## config.mk

```make
export PLATFORM = sky130hd
export DESIGN_NAME = telemetry_sentence_parser
export DESIGN_NICKNAME = d
export VERILOG_FILES = /design/src/design/tsp_pkg.sv /design/src/design/tsp_parser.sv /design/src/design/telemetry_sentence_parser.sv
export VERILOG_INCLUDE_DIRS = /design/src /design/src/design
export SDC_FILE = /design/constraint.sdc
export NUM_CORES = 2
export LEC_CHECK = 0
export ABC_AREA = 1
export BUFFER_PORTS_ARGS = -buffer_cell sky130_fd_sc_hd__buf_2
export CORE_MARGIN = 10
export CORE_UTILIZATION = 60
export CTS_BUF_LIST = sky130_fd_sc_hd__clkbuf_16
export DETAILED_ROUTE_END_ITERATION = 6
export GPL_TIMING_DRIVEN = 0
export PLACE_DENSITY = 0.9
export SLEW_MARGIN = 20
export SYNTH_ARGS = -nofsm -noshare
export SYNTH_HDL_FRONTEND = slang
export SYNTH_SLANG_ARGS = --single-unit
```

## constraint.sdc

```tcl
create_clock -name i_clk -period 7.9 [get_ports i_clk]
set_input_delay 1.185 -clock i_clk [delete_from_list [all_inputs] [get_ports i_clk]]
set_output_delay 1.185 -clock i_clk [all_outputs]
set_load 0.01 [all_outputs]
```

## src/design/assert_macros.svh

```systemverilog
// Assertion macros shared by the sentence parser modules.
`ifndef ASSERT_MACROS_SVH
`define ASSERT_MACROS_SVH

`ifndef SYNTHESIS

// Property must hold at every clock edge outside reset.
`define TSP_ASSERT(lbl, clk, rst_n, prop) \
    lbl: assert property (@(posedge clk) disable iff (!(rst_n)) (prop)) \
        else $error("assertion failed");

// Expression must never be true outside reset.
`define TSP_NEVER(lbl, clk, rst_n, expr) \
    lbl: assert property (@(posedge clk) disable iff (!(rst_n)) !(expr)) \
        else $error("forbidden condition seen");

`else

`define TSP_ASSERT(lbl, clk, rst_n, prop)
`define TSP_NEVER(lbl, clk, rst_n, expr)

`endif

`endif

```

## src/design/tsp_pkg.sv

```systemverilog
// Types, character codes and helpers of the telemetry sentence parser.
package tsp_pkg;

    // Characters of the sentence grammar
    localparam logic [7:0] C_DOLLAR = 8'h24;
    localparam logic [7:0] C_STAR   = 8'h2A;
    localparam logic [7:0] C_COMMA  = 8'h2C;
    localparam logic [7:0] C_POINT  = 8'h2E;
    localparam logic [7:0] C_MINUS  = 8'h2D;
    localparam logic [7:0] C_PLUS   = 8'h2B;
    localparam logic [7:0] C_ZERO   = 8'h30;
    localparam logic [7:0] C_ONE    = 8'h31;
    localparam logic [7:0] C_NINE   = 8'h39;
    localparam logic [7:0] C_R      = 8'h52;
    localparam logic [7:0] C_V      = 8'h56;
    localparam logic [7:0] C_N      = 8'h4E;
    localparam logic [7:0] C_S      = 8'h53;
    localparam logic [7:0] C_E      = 8'h45;
    localparam logic [7:0] C_W      = 8'h57;

    // Offsets of digit values
    localparam logic [7:0] DEC_BASE = 8'd48;
    localparam logic [7:0] HEX_BASE = 8'd55;

    // Field numbers within a sentence
    localparam logic [7:0] F_VALID    = 8'd0;
    localparam logic [7:0] F_UNITS    = 8'd1;
    localparam logic [7:0] F_LAT      = 8'd3;
    localparam logic [7:0] F_LAT_HEMI = 8'd4;
    localparam logic [7:0] F_LON      = 8'd5;
    localparam logic [7:0] F_LON_SIDE = 8'd6;
    localparam logic [7:0] F_ALT      = 8'd8;
    localparam logic [7:0] F_SATS     = 8'd23;

    // Sign codes
    localparam logic [1:0] SIGN_NONE = 2'b00;
    localparam logic [1:0] SIGN_POS  = 2'b01;
    localparam logic [1:0] SIGN_NEG  = 2'b11;

    // Checksum digits that close a frame
    localparam logic [1:0] CHK_DIGITS_END = 2'd2;

    // Exact unsigned 32-bit division by 100: (x * 0x51EB851F) >> 37
    localparam logic [31:0] DIV100_MUL   = 32'h51EB_851F;
    localparam int          DIV100_SHIFT = 37;

    localparam int W_TDATA = 96;
    localparam int W_TUSER = 2;

    // Snapshot of a closed frame, handed from the parser to the output stage
    typedef struct packed {
        logic               ok;
        logic [1:0]         lat_sign;
        logic [15:0]        lat_whole;
        logic [31:0]        lat_frac;
        logic [1:0]         lon_sign;
        logic [15:0]        lon_whole;
        logic [31:0]        lon_frac;
        logic signed [15:0] altitude;
        logic [7:0]         satellites;
        logic               metric;
    } t_frame_evt;

    function automatic logic [15:0] f_div100(input logic [31:0] x);
        logic [63:0] p;
        p = {32'd0, x} * {32'd0, DIV100_MUL};
        return p[DIV100_SHIFT+15:DIV100_SHIFT];
    endfunction

endpackage

```

## src/design/tsp_parser.sv

```systemverilog
// Byte-level sentence state: checksum, field counter, accumulators and frame close event.
`include "assert_macros.svh"

module tsp_parser (
    input  logic                  i_clk,
    input  logic                  i_rst_n,
    input  logic                  i_byte_valid,
    output logic                  o_byte_ready,
    input  logic [7:0]            i_byte,
    output logic                  o_evt_valid,
    input  logic                  i_evt_ready,
    output tsp_pkg::t_frame_evt   o_evt
);

    logic        r_frame_active, n_frame_active;
    logic        r_in_checksum,  n_in_checksum;
    logic [7:0]  r_xor,          n_xor;
    logic [15:0] r_cs_rx,        n_cs_rx;
    logic [1:0]  r_cs_digits,    n_cs_digits;
    logic [7:0]  r_field,        n_field;
    logic        r_point_seen,   n_point_seen;
    logic [15:0] r_lat_whole,    n_lat_whole;
    logic [31:0] r_lat_frac,     n_lat_frac;
    logic [15:0] r_lon_whole,    n_lon_whole;
    logic [31:0] r_lon_frac,     n_lon_frac;
    logic [1:0]  r_lat_sign,     n_lat_sign;
    logic [1:0]  r_lon_sign,     n_lon_sign;
    logic [15:0] r_alt,          n_alt;
    logic [1:0]  r_alt_sign,     n_alt_sign;
    logic [7:0]  r_sats,         n_sats;
    logic        r_metric,       n_metric;

    logic                 r_evt_valid;
    tsp_pkg::t_frame_evt  r_evt;
    tsp_pkg::t_frame_evt  w_evt;

    logic        w_fire;
    logic        w_end;
    logic [7:0]  w_c;
    logic [7:0]  w_dig8;
    logic [15:0] w_dig16;
    logic [31:0] w_dig32;
    logic [15:0] w_hex_add;
    logic [15:0] w_alt_val;

    assign o_byte_ready = !r_evt_valid || i_evt_ready;
    assign w_fire       = i_byte_valid && o_byte_ready;
    assign w_c          = i_byte;

    // Digit values wrap at the width of the accumulator they feed
    assign w_dig8  = w_c - tsp_pkg::DEC_BASE;
    assign w_dig16 = {8'd0, w_c} - {8'd0, tsp_pkg::DEC_BASE};
    assign w_dig32 = {24'd0, w_c} - {24'd0, tsp_pkg::DEC_BASE};

    always_comb begin
        if (w_c inside {[tsp_pkg::C_ZERO:tsp_pkg::C_NINE]}) begin
            w_hex_add = w_dig16;
        end else begin
            w_hex_add = {8'd0, w_c} - {8'd0, tsp_pkg::HEX_BASE};
        end
    end

    always_comb begin
        case (r_alt_sign)
            tsp_pkg::SIGN_POS: w_alt_val = r_alt;
            tsp_pkg::SIGN_NEG: w_alt_val = 16'd0 - r_alt;
            default:           w_alt_val = 16'd0;
        endcase
    end

    always_comb begin
        w_evt.ok         = (r_cs_rx == {8'd0, r_xor});
        w_evt.lat_sign   = r_lat_sign;
        w_evt.lat_whole  = r_lat_whole;
        w_evt.lat_frac   = r_lat_frac;
        w_evt.lon_sign   = r_lon_sign;
        w_evt.lon_whole  = r_lon_whole;
        w_evt.lon_frac   = r_lon_frac;
        w_evt.altitude   = $signed(w_alt_val);
        w_evt.satellites = r_sats;
        w_evt.metric     = r_metric;
    end

    always_comb begin
        n_frame_active = r_frame_active;
        n_in_checksum  = r_in_checksum;
        n_xor          = r_xor;
        n_cs_rx        = r_cs_rx;
        n_cs_digits    = r_cs_digits;
        n_field        = r_field;
        n_point_seen   = r_point_seen;
        n_lat_whole    = r_lat_whole;
        n_lat_frac     = r_lat_frac;
        n_lon_whole    = r_lon_whole;
        n_lon_frac     = r_lon_frac;
        n_lat_sign     = r_lat_sign;
        n_lon_sign     = r_lon_sign;
        n_alt          = r_alt;
        n_alt_sign     = r_alt_sign;
        n_sats         = r_sats;
        n_metric       = r_metric;
        w_end          = 1'b0;

        if (w_fire) begin
            if (!r_frame_active) begin
                // open a frame; units flag and point flag survive
                if (w_c == tsp_pkg::C_DOLLAR) begin
                    n_frame_active = 1'b1;
                    n_in_checksum  = 1'b0;
                    n_xor          = 8'd0;
                    n_cs_rx        = 16'd0;
                    n_cs_digits    = 2'd0;
                    n_field        = 8'd0;
                    n_lat_whole    = 16'd0;
                    n_lat_frac     = 32'd0;
                    n_lon_whole    = 16'd0;
                    n_lon_frac     = 32'd0;
                    n_lat_sign     = tsp_pkg::SIGN_NONE;
                    n_lon_sign     = tsp_pkg::SIGN_NONE;
                    n_alt          = 16'd0;
                    n_alt_sign     = tsp_pkg::SIGN_NONE;
                    n_sats         = 8'd0;
                end
            end else if (w_c == tsp_pkg::C_R || w_c == tsp_pkg::C_V) begin
                n_xor = r_xor ^ w_c;
            end else if (w_c == tsp_pkg::C_STAR) begin
                n_in_checksum = 1'b1;
            end else if (r_cs_digits == tsp_pkg::CHK_DIGITS_END) begin
                // a byte other than R, V or star after the checksum digits closes the frame
                w_end          = 1'b1;
                n_frame_active = 1'b0;
            end else begin
                if (r_in_checksum) begin
                    n_cs_digits = r_cs_digits + 2'd1;
                    n_cs_rx     = {r_cs_rx[11:0], 4'd0} + w_hex_add;
                end else begin
                    n_xor = r_xor ^ w_c;
                end

                if (w_c == tsp_pkg::C_COMMA) begin
                    n_field      = r_field + 8'd1;
                    n_point_seen = 1'b0;
                end else begin
                    case (r_field)
                        tsp_pkg::F_VALID: begin
                            if (w_c == tsp_pkg::C_ZERO) n_frame_active = 1'b0;
                        end
                        tsp_pkg::F_UNITS: begin
                            if (w_c == tsp_pkg::C_ZERO)     n_metric = 1'b0;
                            else if (w_c == tsp_pkg::C_ONE) n_metric = 1'b1;
                        end
                        tsp_pkg::F_LAT: begin
                            if (w_c == tsp_pkg::C_POINT) begin
                                n_point_seen = 1'b1;
                            end else if (!r_point_seen) begin
                                n_lat_whole = (r_lat_whole << 3) + (r_lat_whole << 1) + w_dig16;
                            end else begin
                                n_lat_frac = (r_lat_frac << 3) + (r_lat_frac << 1) + w_dig32;
                            end
                        end
                        tsp_pkg::F_LAT_HEMI: begin
                            if (w_c == tsp_pkg::C_N)      n_lat_sign = tsp_pkg::SIGN_POS;
                            else if (w_c == tsp_pkg::C_S) n_lat_sign = tsp_pkg::SIGN_NEG;
                        end
                        tsp_pkg::F_LON: begin
                            if (w_c == tsp_pkg::C_POINT) begin
                                n_point_seen = 1'b1;
                            end else if (!r_point_seen) begin
                                n_lon_whole = (r_lon_whole << 3) + (r_lon_whole << 1) + w_dig16;
                            end else begin
                                n_lon_frac = (r_lon_frac << 3) + (r_lon_frac << 1) + w_dig32;
                            end
                        end
                        tsp_pkg::F_LON_SIDE: begin
                            if (w_c == tsp_pkg::C_E)      n_lon_sign = tsp_pkg::SIGN_POS;
                            else if (w_c == tsp_pkg::C_W) n_lon_sign = tsp_pkg::SIGN_NEG;
                        end
                        tsp_pkg::F_ALT: begin
                            if (w_c == tsp_pkg::C_POINT) begin
                                n_point_seen = 1'b1;
                            end else if (w_c == tsp_pkg::C_MINUS) begin
                                n_alt_sign = tsp_pkg::SIGN_NEG;
                            end else if (w_c == tsp_pkg::C_PLUS) begin
                                n_alt_sign = tsp_pkg::SIGN_POS;
                            end else if (!r_point_seen) begin
                                n_alt = (r_alt << 3) + (r_alt << 1) + w_dig16;
                            end
                        end
                        tsp_pkg::F_SATS: begin
                            n_sats = (r_sats << 3) + (r_sats << 1) + w_dig8;
                        end
                        default: begin
                        end
                    endcase
                end
            end
        end
    end

    always_ff @(posedge i_clk) begin
        if (!i_rst_n) begin
            r_frame_active <= 1'b0;
            r_in_checksum  <= 1'b0;
            r_xor          <= 8'd0;
            r_cs_rx        <= 16'd0;
            r_cs_digits    <= 2'd0;
            r_field        <= 8'd0;
            r_point_seen   <= 1'b0;
            r_lat_whole    <= 16'd0;
            r_lat_frac     <= 32'd0;
            r_lon_whole    <= 16'd0;
            r_lon_frac     <= 32'd0;
            r_lat_sign     <= tsp_pkg::SIGN_NONE;
            r_lon_sign     <= tsp_pkg::SIGN_NONE;
            r_alt          <= 16'd0;
            r_alt_sign     <= tsp_pkg::SIGN_NONE;
            r_sats         <= 8'd0;
            r_metric       <= 1'b0;
            r_evt_valid    <= 1'b0;
        end else begin
            r_frame_active <= n_frame_active;
            r_in_checksum  <= n_in_checksum;
            r_xor          <= n_xor;
            r_cs_rx        <= n_cs_rx;
            r_cs_digits    <= n_cs_digits;
            r_field        <= n_field;
            r_point_seen   <= n_point_seen;
            r_lat_whole    <= n_lat_whole;
            r_lat_frac     <= n_lat_frac;
            r_lon_whole    <= n_lon_whole;
            r_lon_frac     <= n_lon_frac;
            r_lat_sign     <= n_lat_sign;
            r_lon_sign     <= n_lon_sign;
            r_alt          <= n_alt;
            r_alt_sign     <= n_alt_sign;
            r_sats         <= n_sats;
            r_metric       <= n_metric;
            if (w_end) begin
                r_evt_valid <= 1'b1;
            end else if (i_evt_ready) begin
                r_evt_valid <= 1'b0;
            end
        end
    end

    // Event payload needs no reset
    always_ff @(posedge i_clk) begin
        if (w_end) begin
            r_evt <= w_evt;
        end
    end

    assign o_evt_valid = r_evt_valid;
    assign o_evt       = r_evt;

    `TSP_NEVER(a_digits_range, i_clk, i_rst_n, r_cs_digits == 2'd3)
    `TSP_ASSERT(a_digits_need_star, i_clk, i_rst_n, (r_cs_digits != 2'd0) |-> r_in_checksum)
    `TSP_ASSERT(a_evt_closes_frame, i_clk, i_rst_n,
        $rose(r_evt_valid) |-> ($past(r_frame_active) && !r_frame_active))

endmodule

```

## src/design/telemetry_sentence_parser.sv

```systemverilog
// Top level of the telemetry sentence parser: byte stream in, one position result per closed frame out.
//
//   channel  | dir | tdata                                    | tuser
//   ---------+-----+------------------------------------------+------------------------------
//   s        | in  | [7:0] rx_byte                            | -
//   m        | out | lat_sign, lat_whole, lat_frac, lon_sign, | [0] checksum_ok,
//            |     | lon_whole, lon_frac, altitude, satellites| [1] metric_units
//
// One byte is taken every cycle while the input is not stalled; the result of a frame is
// registered first as the parser's frame event, when the byte that closes the frame is
// taken, then in the output register, with the divide by 100 of the fractions in front of it.
// Reset is synchronous, active low, and clears parser and held position state, but not the event and output payloads.
// The input stalls only while a closed frame waits behind an output result that
// has not been taken; a waiting result alone does not stop byte intake.
`include "assert_macros.svh"

module telemetry_sentence_parser (
    input  logic                        i_clk,
    input  logic                        i_rst_n,
    input  logic                        i_s_tvalid,
    output logic                        o_s_tready,
    input  logic [7:0]                  i_s_tdata,   // [7:0] rx_byte
    output logic                        o_m_tvalid,
    input  logic                        i_m_tready,
    // [1:0] lat_sign, [17:2] lat_whole, [33:18] lat_frac, [35:34] lon_sign,
    // [51:36] lon_whole, [67:52] lon_frac, [83:68] altitude, [91:84] satellites
    output logic [tsp_pkg::W_TDATA-1:0] o_m_tdata,
    output logic [tsp_pkg::W_TUSER-1:0] o_m_tuser    // [0] checksum_ok, [1] metric_units
);

    logic                 w_evt_valid;
    logic                 w_evt_ready;
    logic                 w_evt_fire;
    tsp_pkg::t_frame_evt  w_evt;

    logic [1:0]  r_held_lat_sign,  n_held_lat_sign;
    logic [15:0] r_held_lat_whole, n_held_lat_whole;
    logic [15:0] r_held_lat_frac,  n_held_lat_frac;
    logic [1:0]  r_held_lon_sign,  n_held_lon_sign;
    logic [15:0] r_held_lon_whole, n_held_lon_whole;
    logic [15:0] r_held_lon_frac,  n_held_lon_frac;

    logic [15:0] w_lat_q;
    logic [15:0] w_lon_q;

    logic                        r_out_valid;
    logic [tsp_pkg::W_TDATA-1:0] r_out_data;
    logic [tsp_pkg::W_TUSER-1:0] r_out_user;

    tsp_parser u_parser (
        .i_clk        (i_clk),
        .i_rst_n      (i_rst_n),
        .i_byte_valid (i_s_tvalid),
        .o_byte_ready (o_s_tready),
        .i_byte       (i_s_tdata),
        .o_evt_valid  (w_evt_valid),
        .i_evt_ready  (w_evt_ready),
        .o_evt        (w_evt)
    );

    assign w_evt_ready = !r_out_valid || i_m_tready;
    assign w_evt_fire  = w_evt_valid && w_evt_ready;

    assign w_lat_q = tsp_pkg::f_div100(w_evt.lat_frac);
    assign w_lon_q = tsp_pkg::f_div100(w_evt.lon_frac);

    // Replace the held position only on a matching checksum
    always_comb begin
        n_held_lat_sign  = r_held_lat_sign;
        n_held_lat_whole = r_held_lat_whole;
        n_held_lat_frac  = r_held_lat_frac;
        n_held_lon_sign  = r_held_lon_sign;
        n_held_lon_whole = r_held_lon_whole;
        n_held_lon_frac  = r_held_lon_frac;
        if (w_evt_fire && w_evt.ok) begin
            n_held_lat_sign  = w_evt.lat_sign;
            n_held_lat_whole = w_evt.lat_whole;
            n_held_lat_frac  = w_lat_q;
            n_held_lon_sign  = w_evt.lon_sign;
            n_held_lon_whole = w_evt.lon_whole;
            n_held_lon_frac  = w_lon_q;
        end
    end

    always_ff @(posedge i_clk) begin
        if (!i_rst_n) begin
            r_held_lat_sign  <= tsp_pkg::SIGN_NONE;
            r_held_lat_whole <= 16'd0;
            r_held_lat_frac  <= 16'd0;
            r_held_lon_sign  <= tsp_pkg::SIGN_NONE;
            r_held_lon_whole <= 16'd0;
            r_held_lon_frac  <= 16'd0;
            r_out_valid      <= 1'b0;
        end else begin
            r_held_lat_sign  <= n_held_lat_sign;
            r_held_lat_whole <= n_held_lat_whole;
            r_held_lat_frac  <= n_held_lat_frac;
            r_held_lon_sign  <= n_held_lon_sign;
            r_held_lon_whole <= n_held_lon_whole;
            r_held_lon_frac  <= n_held_lon_frac;
            if (w_evt_fire) begin
                r_out_valid <= 1'b1;
            end else if (i_m_tready) begin
                r_out_valid <= 1'b0;
            end
        end
    end

    always_ff @(posedge i_clk) begin
        if (w_evt_fire) begin
            r_out_data <= {4'd0,
                           w_evt.satellites,
                           w_evt.altitude,
                           n_held_lon_frac,
                           n_held_lon_whole,
                           n_held_lon_sign,
                           n_held_lat_frac,
                           n_held_lat_whole,
                           n_held_lat_sign};
            r_out_user <= {w_evt.metric, w_evt.ok};
        end
    end

    assign o_m_tvalid = r_out_valid;
    assign o_m_tdata  = r_out_data;
    assign o_m_tuser  = r_out_user;

    `TSP_ASSERT(a_evt_gives_result, i_clk, i_rst_n, w_evt_fire |=> o_m_tvalid)
    `TSP_ASSERT(a_bad_sum_holds_pos, i_clk, i_rst_n,
        (w_evt_fire && !w_evt.ok) |=> ($stable(r_held_lat_whole) && $stable(r_held_lon_whole)
            && $stable(r_held_lat_frac) && $stable(r_held_lon_frac)))
    `TSP_ASSERT(a_stall_only_when_full, i_clk, i_rst_n,
        !o_s_tready |-> (o_m_tvalid && !i_m_tready && w_evt_valid))

endmodule

```

==> flow_metrics.tcl <==
set metrics [dict create \
    status "completed" \
    via_count 49130 \
    cts_tree "built" \
    power.density_nw_per_um2 79.2 \
    rows 116 \
    finalPower_mw 5.18 \
    fin_crit_sh_pct 93.0 \
    ys_seq_area_share_pct 18.5 \
    cts_hold_buf 0 \
    grt_max_degree 74 \
    min_path_type "reg2reg" \
    p_comb_share_pct 5.4 \
    leakagePower_nw 35.3 \
    place_inst 8910 \
    critPathKind "reg2reg" \
    slew_violations 0 \
    nNetsFinal 9277 \
    p_sw_mw 1.29 \
    clock.fmax_mhz 136 \
    setup.worst_path.end_class "flip-flop" \
    cts.clk_slew.worst_paths_ns 0.07 \
    grt_pass1_wl_microns 279000 \
    cts_max_level 2 \
    period_needed_ns 7.34 \
    final_common_cell "inv_1" \
    syn_inst 7434 \
    synthArstFlopShare_pct 0 \
    die_w_microns 339 \
    tightest_slew_ns 1.00 \
    num_io_pins 112 \
    setup_viol 0 \
    post_dp_cell_area_sq_um 63600 \
    fin_cells 9003 \
    die_area_sq_um 115000 \
    p_seq_share_pct 47.2 \
    hold_viol 0 \
    grt_use_total_pct 30.9 \
    crit_path_max_fanout 8 \
    io_buffer_count 105 \
    required_ns 8.25 \
    synth-seq-cells 454 \
    setup_tns_ns 0 \
    insertion_delay_ns 0.63 \
    vias_per_cell 5.46 \
    final_cell_mix "inv_1, nand2_1, fa_1" \
    numCtsBuffers 49 \
    cts_resized 0 \
    layout-drive-gt1-share_pct 4.79 \
    drt_wl_total_microns 178000 \
    root_buffer "clkbuf_16" \
    clock_sinks 454 \
    area_growth_pct 6.97 \
    antenna_found_initial 3 \
    max-vdd-ir-drop_uv 174 \
    synth_top_flop_cell "dfxtp_1" \
    start_util_pct 60.7 \
    grt_overflow 0 \
    yosysUniqueCellTypes 54 \
    intPower_mw 3.89 \
    synth_warnings 0 \
    crit_arrival_ns 7.70 \
    final_util_pct 65.0 \
    avgRoutedWirePerCell_microns 19.7 \
    cts_setup_buffers 0 \
    clk_path_buf_depth 3 \
    drtIter0Drc 4646 \
    dr.pass1.iters 6 \
    start_kind "flip-flop" \
    clockPowerShare_pct 47.4 \
    core_sq_um 101000 \
    postSynthAreaPerCell_sq_um 8.22 \
    switching_share_pct 24.9 \
    grt_pass1_vias 49938 \
    postRouteAntennaNets 0 \
    slew_headroom_pct 33.4 \
    rsz0062_at_grt "false" \
    detailedPlacementHpwl_microns 151000 \
    skew_ns 0.0477 \
    netlist_area_sq_um 61100 \
    final_design_area_no_fill_sq_um 65300 \
    die_y_microns 339 \
    synth_enable_flop_cells 220 \
    gp_congestion 1.03 \
    drc 0 \
    drv_cap 0 \
]
[final timing paths]
check / startpoint / end / slack, ns / cells past startpoint
max: u_parser.o_evt[29]$_DFFE_PP_ / o_m_tdata[59]$_DFFE_PP_ / 0.56 / 27
min reg2reg: u_parser.o_evt[5]$_DFFE_PP_ / o_m_tdata[88]$_DFFE_PP_ / 0.42 / 0
min: u_parser.o_evt[5]$_DFFE_PP_ / o_m_tdata[88]$_DFFE_PP_ / 0.42 / 0
max reg2reg: u_parser.o_evt[29]$_DFFE_PP_ / o_m_tdata[59]$_DFFE_PP_ / 0.56 / 27
[routing by layer]
metal	part of all wire, %	up-vias	track usage [%]	routed length, microns
li1	-	22906	-	-
met1	41	23580	41.9	73200
met2	44	2235	47.9	78000
met3	10	405	7.22	18400
met4	4.5	4	11.6	7960
met5	0.012	-	0	22
[per-stage QoR]
stage / hold WS, ns / worst slack (ns)
finish: 0.421 / 0.556
CTS: 0.423 / 0.727
floorplan: 0.400 / 0.153
global route: 0.441 / 0.342
detailed placement: 0.406 / 0.759
global placement: 0.404 / -3.28
[power by group through the flow]
stage | Clock [mW] | Sequential, mW | Combinational (mW)
after detailed placement | 0 | 2.50 | 0.273
after floorplan | 0 | 2.50 | 0.180
after global routing | 2.55 | 2.44 | 0.307
after global placement | 0 | 2.50 | 0.258
final | 2.45 | 2.44 | 0.281
after CTS | 2.47 | 2.44 | 0.275
[cells in the mapped netlist (all sizes together), types with 2 or more instances]
cell type	number	area (sq um)
a31oi	7	43.8
nor3	81	405
a211oi	38	285
nor2	359	1430
o211ai	3	22.5
and2	4	25.0
dfxtp	234	4680
o211a	2	20.0
a21o	16	120
nand3b	21	158
a21oi	398	2000
nand2	1503	5670
o21ai	99	495
clkinv	2	7.51
o21bai	18	135
nor4	10	62.6
xnor2	23	201
nand4	75	514
edfxtp	220	6610
clkbuf	36	135
inv	2134	8010
or2	89	557
and3	5	31.3
fa	855	17100
xor2	33	289
buf	40	229
ha	806	10100
nand3	302	1570
o31ai	4	30.0
o21a	7	52.6
[flip-flops by register name, indices dropped and copies added (netlist names), 2 cells and up]
signal and count:
r_held_lon_whole 16, u_parser.r_lat_sign 2, u_parser.r_alt_sign 2, o_m_tdata 92, u_parser.r_lat_frac 32, u_parser.r_alt 16, u_parser.r_lon_whole 16, u_parser.r_sats 8
u_parser.r_xor 8, u_parser.r_cs_digits 2, o_m_tuser 2, r_held_lat_sign 2, u_parser.r_field 8, u_parser.r_lat_whole 16, r_held_lon_sign 2, u_parser.o_evt 126
r_held_lat_frac 16, r_held_lat_whole 16, u_parser.r_cs_rx 16, u_parser.r_lon_frac 32, r_held_lon_frac 16, u_parser.r_lon_sign 2
[critical path, stage by stage, from the launching register on]
cell and delay [ns]:
edfxtp_1 0.78, inv_1 0.28, fa_1 0.65, inv_1 0.06
ha_1 0.22, fa_1 0.49, inv_1 0.06, fa_1 0.61
inv_1 0.08, fa_1 0.51, fa_1 0.45, fa_1 0.50
inv_1 0.05, fa_1 0.48, inv_1 0.11, ha_1 0.34
nand2_1 0.10, nor2_1 0.20, and2_1 0.20, nand2_1 0.06
inv_1 0.10, nand3_1 0.17, nand3_1 0.13, nand2_1 0.05
nand2_1 0.09, nand2_1 0.07, nand2_1 0.11, inv_1 0.12
[area by class of cell]
cell class | instances | area [sq um]
fill | 8158 | 35200
sequential | 454 | 11300
multi-input combinational | 4771 | 41400
inverter | 2136 | 8030
clock buffer | 52 | 1300
buffer | 76 | 365
tap | 1357 | 1700
timing repair buffer | 116 | 790
antenna | 1 | 2.50
clock inverter | 40 | 422
[logic make-up (layout without fill, tap and decap cells)]
logic type / after synthesis / in the layout / synth area share [%]
compound gates: 598 / 598 / 5.33
xor+xnor: 56 / 56 / 0.803
fa+ha+maj: 1661 / 1661 / 44.5
buf+inv: 2212 / 2420 / 13.7
flops: 454 / 454 / 18.5
other cells: 1 / 5 / 0.00614
simple gates: 2452 / 2452 / 17.1
(Power assumes the default switching activity.)
